[config.mk]
export PLATFORM = sky130hd
export DESIGN_NAME = tagged_response_match_buffer
export DESIGN_NICKNAME = d
export VERILOG_FILES = /design/src/hdl/trmb_pkg.sv /design/src/hdl/trmb_ram.sv /design/src/hdl/trmb_ctrl.sv /design/src/hdl/trmb_dp.sv /design/src/hdl/tagged_response_match_buffer.sv
export VERILOG_INCLUDE_DIRS = /design/src /design/src/hdl
export SDC_FILE = /design/constraint.sdc
export NUM_CORES = 1
export LEC_CHECK = 0
export BUFFER_PORTS_ARGS = -buffer_cell sky130_fd_sc_hd__buf_2
export CORE_MARGIN = 2
export CORE_UTILIZATION = 53
export DETAILED_ROUTE_END_ITERATION = 8
export GPL_TIMING_DRIVEN = 0
export PLACE_DENSITY_LB_ADDON = 0.3
export SYNTH_ARGS = -nofsm -noshare
export SYNTH_HDL_FRONTEND = slang
export SYNTH_SLANG_ARGS = --single-unit
[constraint.sdc]
create_clock -name i_clk -period 8.2 [get_ports i_clk]
set_input_delay 1.64 -clock i_clk [delete_from_list [all_inputs] [get_ports i_clk]]
set_output_delay 1.64 -clock i_clk [all_outputs]
set_load 0.01 [all_outputs]
[src/hdl/assert_macros.svh]
// Assertion macros used by the top level RTL file of the match buffer.
`ifndef ASSERT_MACROS_SVH
`define ASSERT_MACROS_SVH
`ifndef SYNTHESIS
// Implication check sampled on the rising clock, off while reset is low.
`define ASSERT_IMPLY(label, clk, rst_n, prop, msg) \
    label: assert property (@(posedge clk) disable iff (!rst_n) (prop)) else $error(msg);
// Condition that must never be true outside reset.
`define ASSERT_NEVER(label, clk, rst_n, cond, msg) \
    label: assert property (@(posedge clk) disable iff (!rst_n) !(cond)) else $error(msg);
`else
`define ASSERT_IMPLY(label, clk, rst_n, prop, msg)
`define ASSERT_NEVER(label, clk, rst_n, cond, msg)
`endif
`endif

[src/hdl/trmb_pkg.sv]
// Types and codes of the tagged response match buffer.
`default_nettype none
package trmb_pkg;

    localparam int FUNC_W   = 2;
    localparam int STATUS_W = 2;
    localparam int ID_W     = 16;
    localparam int DATA_W   = 32;

    // request operation codes
    localparam logic [FUNC_W-1:0] FUNC_PUT   = 2'd0;
    localparam logic [FUNC_W-1:0] FUNC_GET   = 2'd1;
    localparam logic [FUNC_W-1:0] FUNC_CLEAR = 2'd2;

    // response status codes
    localparam logic [STATUS_W-1:0] ST_DONE      = 2'd0;
    localparam logic [STATUS_W-1:0] ST_FULL      = 2'd1;
    localparam logic [STATUS_W-1:0] ST_NOT_FOUND = 2'd2;

    typedef struct packed {
        logic [FUNC_W-1:0] func;
        logic [ID_W-1:0]   request_id;
        logic [DATA_W-1:0] payload;
    } t_req;

    typedef struct packed {
        logic [STATUS_W-1:0] status;
        logic [DATA_W-1:0]   payload_out;
    } t_resp;

    // controller to datapath
    typedef struct packed {
        logic load;
        logic put_step;
        logic get_step;
        logic emit;
    } t_cmd;

    // datapath to controller
    typedef struct packed {
        logic [FUNC_W-1:0] func;
        logic              put_end;
        logic              get_end;
        logic              out_free;
    } t_stat;

endpackage
`default_nettype wire

[src/hdl/trmb_ram.sv]
// Generic simple dual-port RAM with registered read.
`default_nettype none
module trmb_ram #(
    parameter int WIDTH = 8,
    parameter int DEPTH = 16
) (
    input  wire logic                     i_clk,
    input  wire logic                     i_wr_en,
    input  wire logic [$clog2(DEPTH)-1:0] i_wr_addr,
    input  wire logic [WIDTH-1:0]         i_wr_data,
    input  wire logic                     i_rd_en,
    input  wire logic [$clog2(DEPTH)-1:0] i_rd_addr,
    output logic      [WIDTH-1:0]         o_rd_data
);

    logic [WIDTH-1:0] r_mem [DEPTH];

    always_ff @(posedge i_clk) begin
        if (i_wr_en) begin
            r_mem[i_wr_addr] <= i_wr_data;
        end
        if (i_rd_en) begin
            o_rd_data <= r_mem[i_rd_addr];
        end
    end

endmodule
`default_nettype wire

[src/hdl/trmb_ctrl.sv]
// Controller state machine of the match buffer.
`default_nettype none
module trmb_ctrl (
    input  wire logic           i_clk,
    input  wire logic           i_rst_n,
    input  wire logic           i_req_valid,
    output logic                o_req_ready,
    input  wire trmb_pkg::t_stat i_stat,
    output trmb_pkg::t_cmd      o_cmd
);
    import trmb_pkg::*;

    typedef enum logic [3:0] {
        S_IDLE = 4'b0001,
        S_PUT  = 4'b0010,
        S_GET  = 4'b0100,
        S_HOLD = 4'b1000
    } t_state;

    t_state r_state, n_state;

    assign o_req_ready = (r_state == S_IDLE);

    // next state and commands
    always_comb begin
        n_state = r_state;
        o_cmd   = '0;
        unique case (r_state)
            S_IDLE: begin
                if (i_req_valid) begin
                    o_cmd.load = 1'b1;
                    case (i_stat.func)
                        FUNC_PUT: n_state = S_PUT;
                        FUNC_GET: n_state = S_GET;
                        default:  n_state = S_HOLD;
                    endcase
                end
            end
            S_PUT: begin
                o_cmd.put_step = 1'b1;
                if (i_stat.put_end) n_state = S_HOLD;
            end
            S_GET: begin
                o_cmd.get_step = 1'b1;
                if (i_stat.get_end) n_state = S_HOLD;
            end
            S_HOLD: begin
                if (i_stat.out_free) begin
                    o_cmd.emit = 1'b1;
                    n_state    = S_IDLE;
                end
            end
            default: n_state = S_IDLE;
        endcase
    end

    always_ff @(posedge i_clk) begin
        if (!i_rst_n) begin
            r_state <= S_IDLE;
        end else begin
            r_state <= n_state;
        end
    end

endmodule
`default_nettype wire

[src/hdl/trmb_dp.sv]
// Datapath of the match buffer: slot store, valid bits, pointers, scan and output register.
`default_nettype none
module trmb_dp #(
    parameter int DEPTH = 16
) (
    input  wire logic            i_clk,
    input  wire logic            i_rst_n,
    input  wire trmb_pkg::t_req  i_req,
    input  wire trmb_pkg::t_cmd  i_cmd,
    output trmb_pkg::t_stat      o_stat,
    output logic                 o_resp_valid,
    input  wire logic            i_resp_ready,
    output trmb_pkg::t_resp      o_resp
);
    import trmb_pkg::*;

    localparam int AW     = $clog2(DEPTH);
    localparam int WORD_W = ID_W + DATA_W;
    localparam logic [AW-1:0] IDX_LAST = AW'(DEPTH - 1);

    function automatic logic [AW-1:0] next_slot(input logic [AW-1:0] idx);
        return (idx == IDX_LAST) ? '0 : idx + 1'b1;
    endfunction

    t_req             r_req;
    logic [DEPTH-1:0] r_valid;
    logic [AW-1:0]    r_ins_ptr;
    logic [AW-1:0]    r_srch_ptr;
    logic [AW-1:0]    r_idx;
    logic [AW-1:0]    r_cnt;
    logic             r_iss_done;
    logic             r_cmp_live;
    logic             r_cmp_last;
    logic [AW-1:0]    r_cmp_idx;
    t_resp            r_res;
    t_resp            r_out;
    logic             r_out_valid;

    logic              put_empty;
    logic              put_end;
    logic              get_hit;
    logic              get_miss;
    logic              ram_we;
    logic [WORD_W-1:0] ram_rd;
    logic [ID_W-1:0]   ram_id;
    logic [DATA_W-1:0] ram_pay;

    // slot id and payload store
    trmb_ram #(
        .WIDTH (WORD_W),
        .DEPTH (DEPTH)
    ) u_ram (
        .i_clk     (i_clk),
        .i_wr_en   (ram_we),
        .i_wr_addr (r_idx),
        .i_wr_data ({r_req.request_id, r_req.payload}),
        .i_rd_en   (i_cmd.get_step),
        .i_rd_addr (r_idx),
        .o_rd_data (ram_rd)
    );

    assign ram_id  = ram_rd[DATA_W +: ID_W];
    assign ram_pay = ram_rd[DATA_W-1:0];

    // put: one slot checked per cycle
    assign put_empty = !r_valid[r_idx];
    assign put_end   = put_empty || (r_cnt == IDX_LAST);
    assign ram_we    = i_cmd.put_step && put_empty;

    // get: compare stage works in the cycle after its read address is issued
    assign get_hit  = r_cmp_live && r_valid[r_cmp_idx] && (ram_id == r_req.request_id);
    assign get_miss = r_cmp_live && r_cmp_last && !get_hit;

    always_comb begin
        o_stat.func     = i_req.func;
        o_stat.put_end  = put_end;
        o_stat.get_end  = get_hit || get_miss;
        o_stat.out_free = !r_out_valid || i_resp_ready;
    end

    assign o_resp_valid = r_out_valid;
    assign o_resp       = r_out;

    // control state: valid bits, pointers, scan flags, output valid
    always_ff @(posedge i_clk) begin
        if (!i_rst_n) begin
            r_valid     <= '0;
            r_ins_ptr   <= '0;
            r_srch_ptr  <= '0;
            r_iss_done  <= 1'b0;
            r_cmp_live  <= 1'b0;
            r_out_valid <= 1'b0;
        end else begin
            if (i_cmd.load) begin
                r_iss_done <= 1'b0;
                r_cmp_live <= 1'b0;
                if (i_req.func == FUNC_CLEAR) begin
                    r_valid    <= '0;
                    r_ins_ptr  <= '0;
                    r_srch_ptr <= '0;
                end
            end
            if (i_cmd.put_step && put_empty) begin
                r_valid[r_idx] <= 1'b1;
                r_ins_ptr      <= next_slot(r_idx);
            end
            if (i_cmd.get_step) begin
                r_cmp_live <= !r_iss_done;
                if (!r_iss_done && (r_cnt == IDX_LAST)) r_iss_done <= 1'b1;
                if (get_hit) begin
                    r_valid[r_cmp_idx] <= 1'b0;
                    r_srch_ptr         <= next_slot(r_cmp_idx);
                end
            end
            if (i_cmd.emit) begin
                r_out_valid <= 1'b1;
            end else if (i_resp_ready) begin
                r_out_valid <= 1'b0;
            end
        end
    end

    // payload: request copy, scan index, result and output register
    always_ff @(posedge i_clk) begin
        if (i_cmd.load) begin
            r_req             <= i_req;
            r_cnt             <= '0;
            r_res.status      <= ST_DONE;
            r_res.payload_out <= '0;
            r_idx             <= (i_req.func == FUNC_GET) ? r_srch_ptr : r_ins_ptr;
        end
        if (i_cmd.put_step) begin
            if (!put_empty) begin
                r_idx <= next_slot(r_idx);
                r_cnt <= r_cnt + 1'b1;
                if (r_cnt == IDX_LAST) r_res.status <= ST_FULL;
            end
        end
        if (i_cmd.get_step) begin
            if (!r_iss_done) begin
                r_cmp_idx  <= r_idx;
                r_cmp_last <= (r_cnt == IDX_LAST);
                r_idx      <= next_slot(r_idx);
                r_cnt      <= r_cnt + 1'b1;
            end
            if (get_hit) begin
                r_res.status      <= ST_DONE;
                r_res.payload_out <= ram_pay;
            end else if (get_miss) begin
                r_res.status <= ST_NOT_FOUND;
            end
        end
        if (i_cmd.emit) begin
            r_out <= r_res;
        end
    end

endmodule
`default_nettype wire

[src/hdl/tagged_response_match_buffer.sv]
// Tagged response match buffer, top level.
//
// Request channel (i_req_valid / o_req_ready / i_req): func selects put (store
// request_id and payload in the first empty slot from the insert pointer), get
// (find and free the first valid slot with a matching id from the search
// pointer) or clear (empty all slots, rewind both pointers).
// Response channel (o_resp_valid / i_resp_ready / o_resp): one response per
// request, with status done, full or not found, and the payload of a get.
// A request is taken only while the controller is idle; one is worked on at a
// time. A put checks one slot per cycle. A get reads one slot per cycle from
// the slot RAM, with the id compare in the cycle after the read. Clear and
// unused codes go to the output stage without a scan. The controller returns
// to idle as a response is loaded into the output register, so the next
// request is accepted also while that response still waits.
// When the receiver stalls, a finished result waits in the datapath result
// register, with the controller holding, until the output register frees up.
// Synchronous active-low reset empties all slots, zeroes both pointers and
// drops o_resp_valid; slot RAM contents are not cleared.
`default_nettype none
`include "assert_macros.svh"
module tagged_response_match_buffer #(
    parameter int DEPTH = 16
) (
    input  wire logic            i_clk,
    input  wire logic            i_rst_n,
    input  wire logic            i_req_valid,
    output logic                 o_req_ready,
    input  wire trmb_pkg::t_req  i_req,
    output logic                 o_resp_valid,
    input  wire logic            i_resp_ready,
    output trmb_pkg::t_resp      o_resp
);
    import trmb_pkg::*;

    t_cmd  cmd;
    t_stat stat;

    trmb_ctrl u_ctrl (
        .i_clk       (i_clk),
        .i_rst_n     (i_rst_n),
        .i_req_valid (i_req_valid),
        .o_req_ready (o_req_ready),
        .i_stat      (stat),
        .o_cmd       (cmd)
    );

    trmb_dp #(
        .DEPTH (DEPTH)
    ) u_dp (
        .i_clk        (i_clk),
        .i_rst_n      (i_rst_n),
        .i_req        (i_req),
        .i_cmd        (cmd),
        .o_stat       (stat),
        .o_resp_valid (o_resp_valid),
        .i_resp_ready (i_resp_ready),
        .o_resp       (o_resp)
    );

    // no scan or emit while a new request can be taken
    `ASSERT_NEVER(a_ready_busy, i_clk, i_rst_n, o_req_ready && (cmd.put_step || cmd.get_step || cmd.emit), "ready while busy")
    // a waiting response is never overwritten
    `ASSERT_IMPLY(a_emit_free, i_clk, i_rst_n, cmd.emit |-> (!o_resp_valid || i_resp_ready), "response overwritten")
    // an emitted result shows up on the response channel
    `ASSERT_IMPLY(a_emit_valid, i_clk, i_rst_n, cmd.emit |=> o_resp_valid, "response lost")

endmodule
`default_nettype wire
==> results.tsv <==
stage	metric	value	unit
run_status	status	completed	
synth	yosysWarnings	0	
pwr	pwr_density_cell	254	mW/mm^2
place	pre_cts_ws	4.43	ns
floorplan	die_x	267	um
synth	ys_top_cells_by_area	edfxtp_1 74%, mux4_2 15%, dfxtp_1 4.0%	
detailed_routing	firstDrtPassIters	6	
worst_hold_path	hold_class	reg -> reg	
synth	synthFlopType	edfxtp_1	
final_layout	stdcell_area	0.0419	sq mm
global_routing	grt_max_degree	41	
pwr	internal_power	8.37	mW
timing	hold_ws	0.430	ns
final_layout	final_core_util	61.2	%
detailed_routing	route.detailed.drc	0	
worst_hold_path	min_to	u_dp.o_resp[9]$_DFFE_PP_	
floorplan	die_y	267	um
place	placed_area	0.0388	sq mm
critical_path	critPathLaunchType	flop	
place	gp_congestion	0.814	
critical_path	r2r_end	u_dp.u_ram.r_mem[13][23]$_DFFE_PP_	
synth	synth_edf_count	903	
critical_path	cp_max_fo	10	
critical_path	cp.arrival	4.15	ns
floorplan	die_area	0.0713	sq mm
synth	ys_seq_area_share	78.0	%
synth	synth_top_area_share	74.0	%
critical_path	cp.required	8.56	ns
floorplan	initial_core_util	53.5	%
clocking	cts_buffer_depth	3	
synth	synth_top_cells_by_count	903 x edfxtp_1, 244 x mux4_2, 89 x nand2_1	
timing	clock.fmax	264	MHz
place	numPortBuffers	89	
timing	slew_headroom	18.8	%
timing	period_minus_slack	3.79	ns
clocking	cts_hold_buf	0	
worst_hold_path	hp-start	u_dp.r_res[9]$_DFF_P_	
global_routing	antenna_found_initial	0	
detailed_routing	vias	17824	
critical_path	reg2reg_from	u_dp.r_idx[1]$_DFF_P_	
worst_hold_path	hold_depth	0	
timing	period_share	46.3	%
synth	async_flop_share	0	%
critical_path	cp-end-kind	flop	
pwr	p_clk_share	40.3	%
pwr	p_leak	13.1	nW
final_layout	antennaDiodeCount	0	
run	max_cap_viol_count	0	
synth	synthesis.nets	1733	
timing	final_hold_viol_count	0	
clocking	post_cts_buffers	0	
clocking	cts_sinks	976	
synth	synth_area_leader_cell	edfxtp_1	
final_layout	area_growth	14.3	%
pwr	comb_power_share	6.2	%
clocking	clk_latency	0.65	ns
timing	rsz0062_at_grt	false	
synth	ys_ff_latch	976	
final_layout	num-fill-cells	4642	
synth	synth_area	0.0366	sq mm
detailed_routing	drt-initial-drc-count	2257	
clocking	root_buffer	clkbuf_16	
timing	tightest_slew	1.22	ns
synth	ys_types	49	
final_layout	drive_above_1_share	28.1	%
timing	fin_ws	4.41	ns
timing	finClkSkew	0.0261	ns
floorplan	num_rows	96	
pwr	p_sw	2.28	mW
synth	yosysMostFrequentCell	edfxtp_1	
timing	final-setup-viol-count	0	
detailed_routing	routedWlPerCell	29.4	um
critical_path	rr_worst_depth	10	
pwr	switching_share	21.4	%
pwr	power_frac_seq	53.5	%
final_layout	multi_input_area	0.00771	sq mm
floorplan	pin_count	90	
synth	netlist_instances	1670	
global_routing	grtUsageTotal	24.2	%
global_routing	grt.overflow.total	0	
global_routing	grt_pass1_vias	18059	
global_routing	grt_pass1_wl	122	mm
detailed_routing	wl	83.7	mm
clocking	post_cts_resized	0	
timing	slew_viol_final	0	
place	dpl.hpwl	47.1	mm
critical_path	reg2reg_slack	4.41	ns
pwr	peakVddDrop	148	uV
synth	syn_area_per_cell	21.9	sq um
clocking	cts_buffers	96	
detailed_routing	viasPerCell	6.27	
floorplan	core	0.0685	sq mm
final_layout	regArea	0.0286	sq mm
final_layout	finalNetCount	1947	
clocking	htree_levels	3	
critical_path	path_class	reg -> reg	
clocking	clk_pin_slew	0.06	ns
detailed_routing	drt.antenna.violating_nets	0	
clocking	cts_tree	built	
worst max-delay path by stage:
stage	startpoint	endpoint	slack, ns	depth (start not counted)
after CTS	u_dp.r_idx[1]$_DFF_P_	u_dp.u_ram.r_mem[13][28]$_DFFE_PP_	4.42	10
after global placement	u_dp.r_idx[1]$_DFF_P_	u_dp.u_ram.r_mem[13][21]$_DFFE_PP_	-6.37	7
after global routing	u_dp.r_idx[1]$_DFF_P_	u_dp.u_ram.r_mem[13][24]$_DFFE_PP_	4.21	10
after detailed placement	u_dp.r_req[41]$_DFFE_PP_	u_dp.r_res[3]$_DFF_P_	4.43	7
final	u_dp.r_idx[1]$_DFF_P_	u_dp.u_ram.r_mem[13][23]$_DFFE_PP_	4.41	10
after floorplan	u_dp.r_idx[0]$_DFF_P_	u_dp.u_ram.r_mem[13][0]$_DFFE_PP_	1.22	7
layout make-up:
class,count,area share (%)
inverters,11,0.111
multi-input cells,593,18.4
clock buffers,134,6.47
well taps,882,2.64
flip-flops and latches,976,68.2
repair buffers,116,2.38
plain buffers,90,0.890
clock inverters,40,0.857
kinds of logic (layout without fill, tap and decap cells):
family	Yosys count	after routing	share of synthesized area, %
adder cells (fa/ha/maj)	9	9	0.307
flip-flops	976	976	78.0
XOR/XNOR	19	19	0.454
multiplexers	266	266	15.6
AO/OA/AOI/OAI	104	104	1.74
AND/OR/NAND/NOR	195	195	2.77
buffers and inverters	101	391	1.13
power groups by stage:
stage                     logic [mW]  registers [mW]  clock network, mW
after CTS                      0.672            5.69               4.35
after global placement         0.642            5.79                  0
after detailed placement       0.665            5.80                  0
after floorplan                0.467            5.75                  0
after global routing           0.708            5.71               4.55
final                          0.662            5.69               4.29
sequential cells by signal, indices dropped and copies added, names as in the netlist, 16 cells and up:
signal                flops
u_dp.u_ram.r_mem        768
u_dp.r_res               34
u_dp.o_resp              34
u_dp.u_ram.o_rd_data     48
u_dp.r_req               48
u_dp.r_valid             16
cells in the final DEF (no fill, tap or decap), types with 9 or more instances in the layout:
| cell type | n |
|---|---|
| a21oi_1 | 10 |
| a31oi_1 | 13 |
| and3_1 | 9 |
| and4_4 | 10 |
| buf_16 | 16 |
| buf_2 | 116 |
| clkbuf_1 | 83 |
| clkbuf_16 | 101 |
| clkinv_1 | 15 |
| clkinv_2 | 14 |
| dfxtp_1 | 73 |
| edfxtp_1 | 903 |
| ha_1 | 9 |
| mux2i_1 | 16 |
| mux4_2 | 244 |
| nand2_1 | 89 |
| nand3_1 | 27 |
| nor2_1 | 10 |
| nor2b_1 | 10 |
| o21ai_0 | 52 |
| xor2_1 | 18 |
metal layers:
layer,GRT usage (%),share of wire [%]
met1,34.5,40
met2,39.3,49
met3,4.16,8.8
met4,6.76,2.2
met5,0,0
critical path, stage by stage, from the launching register on:
cell      delay, ns
dfxtp_1        0.35
clkbuf_1       0.36
buf_1          0.45
buf_2          0.37
inv_1          0.15
ha_1           0.30
inv_1          0.10
nor4b_2        0.75
buf_4          0.31
buf_6          0.16
buf_4          0.17
stage by stage:
| stage | setup TNS (ns) | std cells | power (mW) |
|---|---|---|---|
| 2_1_floorplan | 0 | 1670 | 6.22 |
| 3_3_place_gp | -305.38 | 2641 | 6.43 |
| 3_5_place_dp | 0 | 2668 | 6.46 |
| 4_1_cts | 0 | 2842 | 10.7 |
| 5_1_grt | 0 | 2842 | 11.0 |
| 6_report | 0 | 2842 | 10.6 |
Note: power is estimated with default switching activity, not from simulation.
